--- config.mk ---
export PLATFORM = sky130hd
export DESIGN_NAME = nnfs_queue
export DESIGN_NICKNAME = d
export VERILOG_FILES = /design/src/rtl/nnfs_pkg.sv /design/src/rtl/nnfs_queue.sv
export SDC_FILE = /design/constraint.sdc
export NUM_CORES = 1
export LEC_CHECK = 0
export ABC_AREA = 1
export BUFFER_PORTS_ARGS = -buffer_cell sky130_fd_sc_hd__buf_4
export CAP_MARGIN = 10
export CORE_UTILIZATION = 40
export DETAILED_ROUTE_END_ITERATION = 8
export GPL_TIMING_DRIVEN = 0
export PLACE_DENSITY = 0.65
export REMOVE_ABC_BUFFERS = 1
export SLEW_MARGIN = 20
export SYNTH_ARGS = -nofsm -noshare
export SYNTH_HDL_FRONTEND = slang
export SYNTH_SLANG_ARGS = --single-unit
export TNS_END_PERCENT = 30
--- constraint.sdc ---
create_clock -name clk -period 2.3 [get_ports clk]
set_input_delay 0 -clock clk [delete_from_list [all_inputs] [get_ports clk]]
set_output_delay 0 -clock clk [all_outputs]
set_load 0.03 [all_outputs]
--- src/rtl/nnfs_pkg.sv ---
// shared types and constants of the nearest-neighbour frame scaler
`default_nettype none
package nnfs_pkg;

  localparam int STORE_AW = 16;
  localparam int PIX_W    = 24;
  localparam int CRD_W    = 12;
  localparam int SIZE_W   = 13;
  localparam int PROD_W   = 25;

  typedef enum logic {
    REQ_LOAD  = 1'b0,
    REQ_FETCH = 1'b1
  } req_kind_t;

  typedef enum logic [2:0] {
    REG_SRC_WIDTH  = 3'd0,
    REG_SRC_HEIGHT = 3'd1,
    REG_DST_WIDTH  = 3'd2,
    REG_DST_HEIGHT = 3'd3,
    REG_SCALE_MODE = 3'd4
  } reg_idx_t;

  typedef struct packed {
    logic        req_type;
    logic [15:0] src_index;
    logic [7:0]  blue;
    logic [7:0]  green;
    logic [7:0]  red;
    logic [11:0] dst_x;
    logic [11:0] dst_y;
  } req_t;

  typedef struct packed {
    logic [23:0] rgb_pixel;
    logic        out_of_range;
  } res_t;

  // clamped sizes and mode
  typedef struct packed {
    logic [SIZE_W-1:0] sw;
    logic [SIZE_W-1:0] sh;
    logic [CRD_W-1:0]  dw;
    logic [CRD_W-1:0]  dh;
    logic              scale;
  } cfg_t;

  typedef struct packed {
    req_kind_t           kind;
    logic                oor;
    logic [CRD_W-1:0]    sx;
    logic [CRD_W-1:0]    sy;
    logic [STORE_AW-1:0] addr;
    logic [PIX_W-1:0]    pixel;
  } job_t;

endpackage
`default_nettype wire

--- src/rtl/nnfs_queue.sv ---
// two-entry queue between front and back end
`default_nettype none
module nnfs_queue import nnfs_pkg::*; (
  input  wire logic clk,
  input  wire logic rst,
  input  wire logic push,
  input  wire job_t din,
  input  wire logic pop,
  output job_t      head,
  output logic      empty,
  output logic      full
);

  job_t       slot [0:1];
  logic [1:0] count;
  logic [1:0] count_next;

  always_comb begin
    count_next = count + {1'b0, push} - {1'b0, pop};
    empty = (count == 2'd0);
    full  = (count == 2'd2);
    head  = slot[0];
  end

  always_ff @(posedge clk) begin
    if (rst) begin
      count <= 2'd0;
    end else begin
      count <= count_next;
    end
  end

  always_ff @(posedge clk) begin
    if (pop) begin
      slot[0] <= (count == 2'd2) ? slot[1] : din;
      slot[1] <= din;
    end else if (push) begin
      if (count == 2'd0) begin
        slot[0] <= din;
      end else begin
        slot[1] <= din;
      end
    end
  end

  a_no_overflow: assert property (@(posedge clk) disable iff (rst) !(push && full && !pop))
    else $error("queue overflow");
  a_no_underflow: assert property (@(posedge clk) disable iff (rst) pop |-> !empty)
    else $error("queue underflow");

endmodule
`default_nettype wire

* Yosys cells after proc, flatten, opt, wreduce, memory -nomap -nowiden
Memories as Yosys holds them, arrays and structs flattened.
Index checks and enable logic that the tools add are counted.
** Storage, ports and cells
- RAM bits :: 132
- Output and inout port bits :: 68
- Word-level logic and storage cells :: 21
- Register bits after elaboration :: 2
- Memories :: 1
** Cells by class
- $add $sub $neg :: 2
- Bitwise logic cells :: 2
- Eq/ne operators :: 1
- Reduce and logical (&&, ||, !) cells :: 1
- Mux-type cells :: 13
** Memory list
- slot :: words 2, bits a word 66, read ports 2, clocked after Yosys merged registers in 0, write ports 2, line nnfs_queue.sv:14 : job_t slot [0:1];
** Operators with widths (count)
- 66-bit two-way mux :: 3
- 1-bit two-way mux :: 10
- 2-bit by 1-bit adder with 2-bit output :: 1
- 2-bit equality test (second input constant) :: 1
- 2-bit logical NOT :: 1
- 1-bit OR :: 2
- 2-bit by 1-bit subtractor with 2-bit output :: 1

* Logic depth before layout (Yosys ltp)
- Word-level depth :: 6
- Gate-level depth with buffers :: 8

* Worst setup path before layout
OpenSTA, ideal clock, no wires.
- Path kind :: register -> register
- Start point :: register count[0]
- End point :: memory slot[0][0] (netlist bit) (enable)
- Buffers on the path :: 0
- Setup slack :: -295 ps
- Arrival :: 2169 ps
- Required time :: 1874 ps
- Stages on the path, launching flop included :: 6
- Path through :: dfxtp_1 > inv_1 > nand2_1 > inv_1 > nand2_1 > nand2_1
** RTL lines
- start: declaration :: line nnfs_queue.sv:15 : logic [1:0] count;
- start signal: assignment :: line nnfs_queue.sv:29 : count <= count_next;
- end: declaration :: line nnfs_queue.sv:14

==> impl_metrics.tcl <==
set metrics [dict create \
    outcome "complete, no violations" \
    remaining_drc_errors 0 \
    synth_enable_flop_cells 132 \
    syn_inst 445 \
    port_buffers 137 \
    r2r_end "slot[0][20]" \
    cp-end-kind "flop" \
    hold_slack_ps 123 \
    min-delay-start "push" \
    crit_chain "inv_2, nor2_4, buf_12, nand2_4, buf_12, nand2_1, nand2_1" \
    async_flop_share 0 \
    cts-root-buf "clkbuf_16" \
    synthTopCellsByArea "edfxtp_1, buf_4, nand2_1" \
    antenna_found_initial 0 \
    worst_hold_path.num_cells 5 \
    first_iter_violations 276 \
    antenna_left 0 \
    skew_ps 6.97 \
    worstPathArrival_ps 2060 \
    ys_seq_area_frac 0.715 \
    area_growth_pct 36.4 \
    start_util 0.416 \
    drv_slew 0 \
    tightestPinTransition_ps 466 \
    ys_ff_latch 134 \
    cp-startpoint "count[1]" \
    design_area_mm2 0.00764 \
    p_per_area_mw_per_mm2 955 \
    crit_type "flop to flop" \
    crit_fanout 46 \
    synth_area_mm2 0.00560 \
    maxSlewHeadroom 0.689 \
    dr_total_vias 3580 \
    wl_per_cell_um 14.7 \
    leakagePower_nw 3.30 \
    dp_hpwl_mm 6.82 \
    tritoncts "built" \
    grt_overflow_total 0 \
    track_usage 0.164 \
    first_pass_iters 5 \
    grt_start_max_net_pins 47 \
    yosysWarnings 0 \
    die_h_um 120 \
    yosysUniqueCellTypes 14 \
    grt_pass1_vias 3559 \
    r2r_slack_ps 410 \
    hold_end "count[1]" \
    hp-class "input pin to flop" \
    synth_common_cells "nand2_1, edfxtp_1, buf_4" \
    place_area_mm2 0.00636 \
    yosysMostFrequentCell "nand2_1" \
    fp.dieW_um 120 \
    clk_pin_slew_ps 60 \
    cts_resized 0 \
    viasPerCell 4.61 \
    grt_pass1_wl_mm 18.0 \
    fmax_mhz 529 \
    cts_max_level 4 \
    crit_path_start_kind "flop" \
    required_ps 2470 \
    rsz0062_at_grt "no" \
    r2r_start "count[1]" \
    core_mm2 0.0135 \
    ir_drop_v 0.000537 \
    max_cap_viol_count 0 \
    reg2reg_depth 7 \
    clk_path_buf_depth 2 \
    cts.sinks 134 \
    yosysTopAreaCellShare 0.708 \
    ys.flop_type "edfxtp_1" \
    synth_top_cell_by_area "edfxtp_1" \
    wl_mm 11.4 \
    setup_viol 0 \
    routabilityCongestion 0.701 \
    period_needed_ps 1890 \
    drive_above_1_share 0.288 \
    diodes 0 \
    hold_violations 0 \
    slowest_stage "dfxtp_1" \
    insertion_delay_ps 410 \
    max_stage_delay_ps 350 \
    fin_crit_sh 0.821 \
    fill_cells 1120 \
    placementRows 42 \
    numCtsBuffers 17 \
    final_nets 660 \
    die-area_mm2 0.0145 \
    pin_count 138 \
    syn_avg_cell_area_um2 12.6 \
]
state kept, by name, summed over array words and instances (netlist names):
| register | cells |
|---|---|
| count | 2 |
| slot | 132 |
worst max-delay path by stage:
stage	end	slack, ps	cells after the start
after detailed placement	slot[0][57]	400	7
final	slot[0][20]	410	7
after global placement	slot[0][3]	-2690	6
after global routing	slot[0][20]	280	7
after floorplan	slot[0][0]	-620	5
after CTS	slot[0][39]	370	7
kinds of logic (layout without fill, tap and decap cells):
kind of cell | count (synthesis) | count (layout) | synth area share
simple gates | 212 | 212 | 0.159
fa+ha+maj | 2 | 2 | 0.00447
flops | 134 | 134 | 0.715
buf+inv | 96 | 252 | 0.121
compound gates | 1 | 1 | 0.000893
power by group:
group | switching, mW | total [mW] | internal [mW]
registers | 0.0889 | 3.16 | 3.07
clock network | 0.966 | 2.75 | 1.79
logic | 0.858 | 1.38 | 0.521
total | 1.91 | 7.29 | 5.38
final cells by class:
cell class	instances	area [um^2]	share of cell area
Clock buffer	19	433	0.0567
Clock inverter	13	161	0.0211
Inverter	9	33.8	0.00442
Multi-Input combinational cell	215	947	0.124
Sequential cell	134	4000	0.524
Tap cell	176	220	0.0288
Timing Repair Buffer	211	1840	0.241
per-layer routing:
layer	share of wire	track usage	up-vias
met5	0	0	-
met4	0.014	0.0694	0
met3	0.068	0.0528	15
met2	0.49	0.260	143
met1	0.43	0.206	1676
li1	-	-	1746
metrics by stage:
| step | power, mW | setup slack, ps | util | std cells | setup TNS, ps |
|---|---|---|---|---|---|
| 2_1_floorplan | 3.92 | -619 | - | 358 | -64720 |
| 3_3_place_gp | 4.44 | -2690 | 0.461 | 671 | -289190 |
| 3_5_place_dp | 4.50 | 400 | 0.473 | 677 | 0 |
| 4_1_cts | 7.34 | 372 | 0.568 | 777 | 0 |
| 5_1_grt | 7.56 | 279 | 0.568 | 777 | 0 |
| 6_report | 7.29 | 411 | 0.568 | 777 | 0 |
critical path, delay by kind of cell, from the launching register on:
kind / cells / cell delay, ps
buffers and inverters: 3 / 570
flip-flops: 1 / 350
AND/OR/NAND/NOR: 4 / 680
repair_timing:
action,CTS,global route
hold buffers,68,0
hold endpoints to repair,134,0
setup buffers,0,0
layout by cell type (no fill, tap or decap), types with 2 or more instances in the layout:
| master | count |
|---|---|
| nand2_1 | 138 |
| ha_1 | 2 |
| nand2_4 | 4 |
| clkbuf_16 | 17 |
| inv_1 | 8 |
| bufinv_16 | 4 |
| clkbuf_1 | 2 |
| edfxtp_1 | 132 |
| clkinv_1 | 6 |
| dlygate4sd3_1 | 68 |
| clkinv_2 | 2 |
| buf_12 | 5 |
| dfxtp_1 | 2 |
| nor2_1 | 2 |
| nand3_1 | 67 |
| buf_4 | 137 |
No activity file was read; power rests on OpenSTA's default activity.
