`config.mk`:
```
export PLATFORM = sky130hd
export DESIGN_NAME = nnfs_front
export DESIGN_NICKNAME = d
export VERILOG_FILES = /design/src/rtl/nnfs_pkg.sv /design/src/rtl/nnfs_front.sv
export SDC_FILE = /design/constraint.sdc
export NUM_CORES = 2
export LEC_CHECK = 0
export BUFFER_PORTS_ARGS = -buffer_cell sky130_fd_sc_hd__buf_4
export CAP_MARGIN = 20
export CORE_MARGIN = 3
export CORE_UTILIZATION = 50
export CTS_BUF_LIST = sky130_fd_sc_hd__clkbuf_16
export DETAILED_ROUTE_END_ITERATION = 7
export HOLD_SLACK_MARGIN = 0.05
export MAX_ROUTING_LAYER = met4
export PLACE_DENSITY = 0.7
export SLEW_MARGIN = 20
export SYNTH_ARGS = -nofsm -noshare
export SYNTH_HDL_FRONTEND = slang
export SYNTH_SLANG_ARGS = --single-unit
```
`constraint.sdc`:
```
create_clock -name clk -period 8.6 [get_ports clk]
set_input_delay 0.86 -clock clk [delete_from_list [all_inputs] [get_ports clk]]
set_output_delay 0.86 -clock clk [all_outputs]
set_load 0.005 [all_outputs]
```
`src/rtl/nnfs_pkg.sv`:
```
// shared types and constants of the nearest-neighbour frame scaler
`default_nettype none
package nnfs_pkg;

  localparam int STORE_AW = 16;
  localparam int PIX_W    = 24;
  localparam int CRD_W    = 12;
  localparam int SIZE_W   = 13;
  localparam int PROD_W   = 25;

  typedef enum logic {
    REQ_LOAD  = 1'b0,
    REQ_FETCH = 1'b1
  } req_kind_t;

  typedef enum logic [2:0] {
    REG_SRC_WIDTH  = 3'd0,
    REG_SRC_HEIGHT = 3'd1,
    REG_DST_WIDTH  = 3'd2,
    REG_DST_HEIGHT = 3'd3,
    REG_SCALE_MODE = 3'd4
  } reg_idx_t;

  typedef struct packed {
    logic        req_type;
    logic [15:0] src_index;
    logic [7:0]  blue;
    logic [7:0]  green;
    logic [7:0]  red;
    logic [11:0] dst_x;
    logic [11:0] dst_y;
  } req_t;

  typedef struct packed {
    logic [23:0] rgb_pixel;
    logic        out_of_range;
  } res_t;

  // clamped sizes and mode
  typedef struct packed {
    logic [SIZE_W-1:0] sw;
    logic [SIZE_W-1:0] sh;
    logic [CRD_W-1:0]  dw;
    logic [CRD_W-1:0]  dh;
    logic              scale;
  } cfg_t;

  typedef struct packed {
    req_kind_t           kind;
    logic                oor;
    logic [CRD_W-1:0]    sx;
    logic [CRD_W-1:0]    sy;
    logic [STORE_AW-1:0] addr;
    logic [PIX_W-1:0]    pixel;
  } job_t;

endpackage
`default_nettype wire

```
`src/rtl/nnfs_front.sv`:
```
// front end: classifies items, multiplies and runs the pipelined dividers
`default_nettype none
module nnfs_front import nnfs_pkg::*; #(
  parameter int DST_COORD_BITS = 12,
  parameter int NQ = 8
) (
  input  wire logic clk,
  input  wire logic rst,
  input  wire logic accept,
  input  wire req_t req,
  input  wire cfg_t cfg,
  output logic      push,
  output job_t      job
);

  localparam logic [CRD_W-1:0] CMASK = (DST_COORD_BITS >= CRD_W) ? {CRD_W{1'b1}} :
                                       CRD_W'((1 << DST_COORD_BITS) - 1);

  logic              stg_valid [0:NQ];
  job_t              stg_job   [0:NQ];
  logic              stg_scale [0:NQ];
  logic [PROD_W-1:0] stg_rx    [0:NQ];
  logic [PROD_W-1:0] stg_ry    [0:NQ];

  logic [CRD_W-1:0] x;
  logic [CRD_W-1:0] y;
  logic             oor;

  always_comb begin
    x = req.dst_x & CMASK;
    y = req.dst_y & CMASK;
    oor = (x >= cfg.dw) || (y >= cfg.dh) ||
          (!cfg.scale && ((SIZE_W'(x) >= cfg.sw) || (SIZE_W'(y) >= cfg.sh)));
  end

  always_ff @(posedge clk) begin
    if (rst) begin
      stg_valid[0] <= 1'b0;
    end else begin
      stg_valid[0] <= accept;
    end
  end

  always_ff @(posedge clk) begin
    stg_job[0].kind  <= req_kind_t'(req.req_type);
    stg_job[0].oor   <= (req.req_type == REQ_FETCH) && oor;
    stg_job[0].sx    <= cfg.scale ? '0 : x;
    stg_job[0].sy    <= cfg.scale ? '0 : y;
    stg_job[0].addr  <= req.src_index;
    stg_job[0].pixel <= {req.red, req.green, req.blue};
    stg_scale[0]     <= cfg.scale;
    stg_rx[0]        <= PROD_W'(x) * PROD_W'(cfg.sw);
    stg_ry[0]        <= PROD_W'(y) * PROD_W'(cfg.sh);
  end

  for (genvar k = 1; k <= NQ; k++) begin : g_div
    localparam int BIT = NQ - k;
    logic [PROD_W-1:0] dx;
    logic [PROD_W-1:0] dy;
    job_t              nj;
    logic [PROD_W-1:0] nrx;
    logic [PROD_W-1:0] nry;

    always_comb begin
      dx  = PROD_W'(cfg.dw) << BIT;
      dy  = PROD_W'(cfg.dh) << BIT;
      nj  = stg_job[k-1];
      nrx = stg_rx[k-1];
      nry = stg_ry[k-1];
      if (stg_scale[k-1]) begin
        if (stg_rx[k-1] >= dx) begin
          nrx = stg_rx[k-1] - dx;
          nj.sx[BIT] = 1'b1;
        end
        if (stg_ry[k-1] >= dy) begin
          nry = stg_ry[k-1] - dy;
          nj.sy[BIT] = 1'b1;
        end
      end
    end

    always_ff @(posedge clk) begin
      if (rst) begin
        stg_valid[k] <= 1'b0;
      end else begin
        stg_valid[k] <= stg_valid[k-1];
      end
    end

    always_ff @(posedge clk) begin
      stg_job[k]   <= nj;
      stg_scale[k] <= stg_scale[k-1];
      stg_rx[k]    <= nrx;
      stg_ry[k]    <= nry;
    end
  end

  assign push = stg_valid[NQ];
  assign job  = stg_job[NQ];

endmodule
`default_nettype wire

```
* After elaboration in Yosys (flattened, before gate mapping)
Memories as Yosys holds them, arrays and structs flattened. Cells that the tools add are included.
Word-level totals: register bits after elaboration 0, bits in latches 0, memory bits (writable) 1062, ROM bits 0, input port bits 119, output and inout bits 67, logic and storage cells 136, memories 5
Memories:
- stg_job | depth 9, width 66, rd ports 9, clocked after memory_dff 0, wr ports 9, line nnfs_front.sv:20 | job_t stg_job [0:NQ];
- stg_rx | depth 9, width 25, rd ports 8, clocked after memory_dff 0, wr ports 9, line nnfs_front.sv:22 | logic [PROD_W-1:0] stg_rx [0:NQ];
- stg_ry | depth 9, width 25, rd ports 8, clocked after memory_dff 0, wr ports 9, line nnfs_front.sv:23 | logic [PROD_W-1:0] stg_ry [0:NQ];
- stg_scale | depth 9, width 1, rd ports 8, clocked after memory_dff 0, wr ports 9, line nnfs_front.sv:21 | logic stg_scale [0:NQ];
- stg_valid | depth 9, width 1, rd ports 9, clocked after memory_dff 0, wr ports 9, line nnfs_front.sv:19 | logic stg_valid [0:NQ];
Cells by class: add/sub/neg operators 16, $mul 2, div/mod/pow operators 0, magnitude comparators 20, equal/unequal tests 0, shift operators 0, muxes and demuxes 78, bitwise gates (word level) 9, reduce and logical (&&, ||, !) cells 6
Operators by type and width (count):
- $mux 25 | 32
- $ge 25x12->1 | 2
- $ge 25x13->1 | 2
- $ge 25x14->1 | 2
- $ge 25x15->1 | 2
- $ge 25x16->1 | 2
- $ge 25x17->1 | 2
- $ge 25x18->1 | 2
- $ge 25x19->1 | 2
- $mul 12x13->25 | 2
- $sub 25x12->25 | 2
- $sub 25x13->25 | 2
- $sub 25x14->25 | 2
- $sub 25x15->25 | 2
- $sub 25x16->25 | 2
- $sub 25x17->25 | 2
- $sub 25x18->25 | 2
- $sub 25x19->25 | 2
- $mux 1 | 44
- $ge 12x13->1 | 2
- $ge 12x12->1 | 2
- $mux 12 | 2
- $or 1x1->1 | 9
- $logic_or 1x1->1 | 3
- other kinds (2) | 3

* Longest topological paths before layout
depth in word-level cells 5, mapped depth 21, mapped depth without buffers 20

* Least setup slack after synthesis
No wires, ideal clock.
path type input-to-reg, from input cfg[45] in the netlist's numbering, to memory stg_rx[0][23], setup time 0.072 ns, data arrival time 5.548 ns, data required time 8.528 ns, path slack 2.980 ns, stages 18, buffers on the path 1, cells stage by stage clkbuf_1 -> nand2_1 -> fa_1 -> fa_1 -> fa_1 -> inv_1 -> fa_1 -> inv_1 -> fa_1 -> inv_1 -> ha_1 -> o211ai_1 -> o21ai_0 -> and3_1 -> a221o_1 -> a311o_1 -> a21oi_1 -> xnor2_1
RTL lines:
- start, declared | line nnfs_front.sv:11 | input wire cfg_t cfg,
- end, declared | line nnfs_front.sv:22

==> flow_metrics.env <==
export IMPL_slew_headroom=0.304
export IMPL_rsz0062_at_grt="false"
export IMPL_ys_ff_latch=1011
export IMPL_clock_sinks=1011
export IMPL_crit_top_cell="fa_1"
export IMPL_grt_pass1_wl_mm=144
export IMPL_setup_tns_ns=0
export IMPL_cp_slowest_cell="fa_1"
export IMPL_syn_num_nets=5083
export IMPL_post_route_period_util=0.624
export IMPL_clock_latency_ns=0.65
export IMPL_drive_gt1_frac=0.0884
export IMPL_grt_pass1_vias=28700
export IMPL_drt_pre_antenna_iters=6
export IMPL_cts_made_buffers=93
export IMPL_ctsHoldBuffers=0
export IMPL_cts_resized=0
export IMPL_hold_viol=0
export IMPL_slew_violations=0
export IMPL_root_buffer="clkbuf_16"
export IMPL_grt_max_degree=31
export IMPL_whs_path_depth=0
export IMPL_area_growth_synth_to_final_pct=11.6
export IMPL_critPathTopFamily="adder cells"
export IMPL_dieArea_um2=93700
export IMPL_hold_path_startpoint="stg_job[0][526]"
export IMPL_dpl_instance_area_um2=47100
export IMPL_final_nets=5218
export IMPL_critPathCaptureType="register"
export IMPL_yosys_area_top_type="dfxtp_1"
export IMPL_power_mw=17.7
export IMPL_slowest_delay_ns=0.55
export IMPL_power_density_nw_per_um2=351
export IMPL_htreeDepth=3
export IMPL_crit_type="primary input to register"
export IMPL_finClkSkew_ns=0.0313
export IMPL_r2r_start="stg_rx[0][55]"
export IMPL_min_to="stg_job[0][592]"
export IMPL_clk_pin_slew_ns=0.06
export IMPL_synthArstFlopShare=0
export IMPL_status="completed"
export IMPL_post_cts_buffers=0
export IMPL_r2r_setup_slack_ns=5.07
export IMPL_fillers=7599
export IMPL_max_cap_violations=0
export IMPL_synth_cell_type_count=79
export IMPL_num_vias=29000
export IMPL_coreArea_um2=88800
export IMPL_synthCells=4340
export IMPL_wl_mm=88.2
export IMPL_place_hpwl_mm=67.0
export IMPL_ys_warn_count=0
export IMPL_ant_nets=0
export IMPL_hp_class="register to register"
export IMPL_tightest_slew_ns=1.04
export IMPL_netlist_top_cells_count="1011 x dfxtp_1, 414 x inv_1, 411 x nand2_1"
export IMPL_port_buffers=185
export IMPL_critPathLaunchType="primary input"
export IMPL_leakage_nw=22.9
export IMPL_ir_worst_vdd_v=0.000169
export IMPL_ys_top_cells_by_area="dfxtp_1 45%, ha_1 11%, fa_1 10%"
export IMPL_pin_count=186
export IMPL_r2r_end="stg_rx[0][99]"
export IMPL_finalCriticalPeriod_ns=5.36
export IMPL_drc=0
export IMPL_antenna_found_initial=1
export IMPL_rows=109
export IMPL_cp_num_buf_inv=5
export IMPL_synth_most_common_cell="dfxtp_1"
export IMPL_setup_viol=0
export IMPL_rr_worst_depth=11
export IMPL_die_x_um=306
export IMPL_max_freq_mhz=186
export IMPL_final_area_um2=50200
export IMPL_start_util=0.507
export IMPL_synth_edff_count=0
export IMPL_netlist_area_um2=45000
export IMPL_track_usage=0.193
export IMPL_path_max_fanout=16
export IMPL_yosysSeqAreaShare=0.450
export IMPL_synth_ff_type="dfxtp_1"
export IMPL_tritoncts="yes"
export IMPL_worstPathCellList="buf_4, ha_1, inv_1, fa_1, inv_1, fa_1, fa_1, fa_1, inv_1, fa_1, inv_1, ha_1, a21o_1, a21o_1, and2_1, nor4_1, o31ai_1, a221oi_1, o21bai_1, xnor2_1"
export IMPL_routabilityCongestion=0.905
export IMPL_dr_first_iter_drc_count=1944
export IMPL_syn_area_per_cell_um2=10.4
export IMPL_vias_per_cell=5.08
export IMPL_overflow=0
export IMPL_wl_per_cell_um=15.4
export IMPL_fp_dieH_um=306
export IMPL_synth_top_cell_area_share=0.450
export IMPL_clockBufferDepth=3
export IMPL_cp_arrival_ns=5.88
export IMPL_cp_required_ns=9.12
==> how the worst max path moves through the flow <==
stage	startpoint	cells past startpoint	end
floorplan	cfg[45]	18	stg_rx[0][23]
global placement	req[6]	20	stg_ry[0][24]
detailed placement	req[6]	20	stg_ry[0][24]
CTS	req[6]	20	stg_ry[0][24]
global route	req[6]	20	stg_ry[0][24]
finish	req[6]	20	stg_ry[0][24]
==> layer usage <==
layer,global-route usage,wire length (µm),vias up
li1,-,-,14600
met1,0.253,41600,13600
met2,0.310,40100,650
met3,0.0345,4780,138
met4,0.0502,1740,0
met5,-,0,-
==> layout by cell type, fill, tap and decap left out, types with 93 or more instances in the layout <==
master,Yosys,routed
ha_1,390,390
nor2_1,177,177
xnor2_1,153,153
and2_1,110,110
clkbuf_16,0,93
a21oi_1,152,152
o21ai_0,217,216
inv_1,414,425
fa_1,234,234
buf_4,67,193
xor2_1,111,111
dfxtp_1,1011,1011
nand2_1,411,411
==> flip-flops by register name, indices dropped and copies added, names as in the netlist <==
register	cells
stg_job	594
stg_rx	200
stg_ry	200
stg_scale	8
stg_valid	9
==> power breakdown <==
part           internal [mW]  switching, mW
Clock                   2.30           1.76
Sequential              5.83          0.655
Combinational           3.28           3.83
==> metrics by stage <==
| step | setup slack [ns] | utilization | cells | hold slack (ns) |
|---|---|---|---|---|
| after floorplan | 2.98 | - | 4340 | 0.310 |
| after global placement | 2.66 | 0.531 | 5545 | 0.310 |
| after detailed placement | 2.57 | 0.531 | 5545 | 0.312 |
| after CTS | 3.26 | 0.565 | 5714 | 0.242 |
| after global routing | 2.94 | 0.566 | 5715 | 0.258 |
| final | 3.24 | 0.566 | 5715 | 0.303 |
==> cells by family (layout without fill, tap and decap cells) <==
logic type                 after synthesis  in the layout  synth area share
muxes                                   36             36           0.00890
other                                    0              1                 0
xor gates and xnor gates               264            264            0.0514
buffers and inverters                  567            776            0.0531
AOI/OAI and AO/OA                      664            664            0.0936
DFF                                   1011           1011             0.450
adders and majority gates              624            624             0.213
and+or+nand+nor                       1174           1174             0.131
==> area by class of cell <==
class / instances / area, µm² / area share
diodes: 1 / 2.50 / 0.0000498
multi-input cells: 2762 / 22400 / 0.447
inverters: 414 / 1550 / 0.0309
well taps: 1165 / 1460 / 0.0290
flip-flops and latches: 1011 / 20200 / 0.403
clock buffers: 93 / 2330 / 0.0463
repair buffers: 193 / 1450 / 0.0289
clock inverters: 76 / 747 / 0.0149
Power figures use the tool's default switching activity.
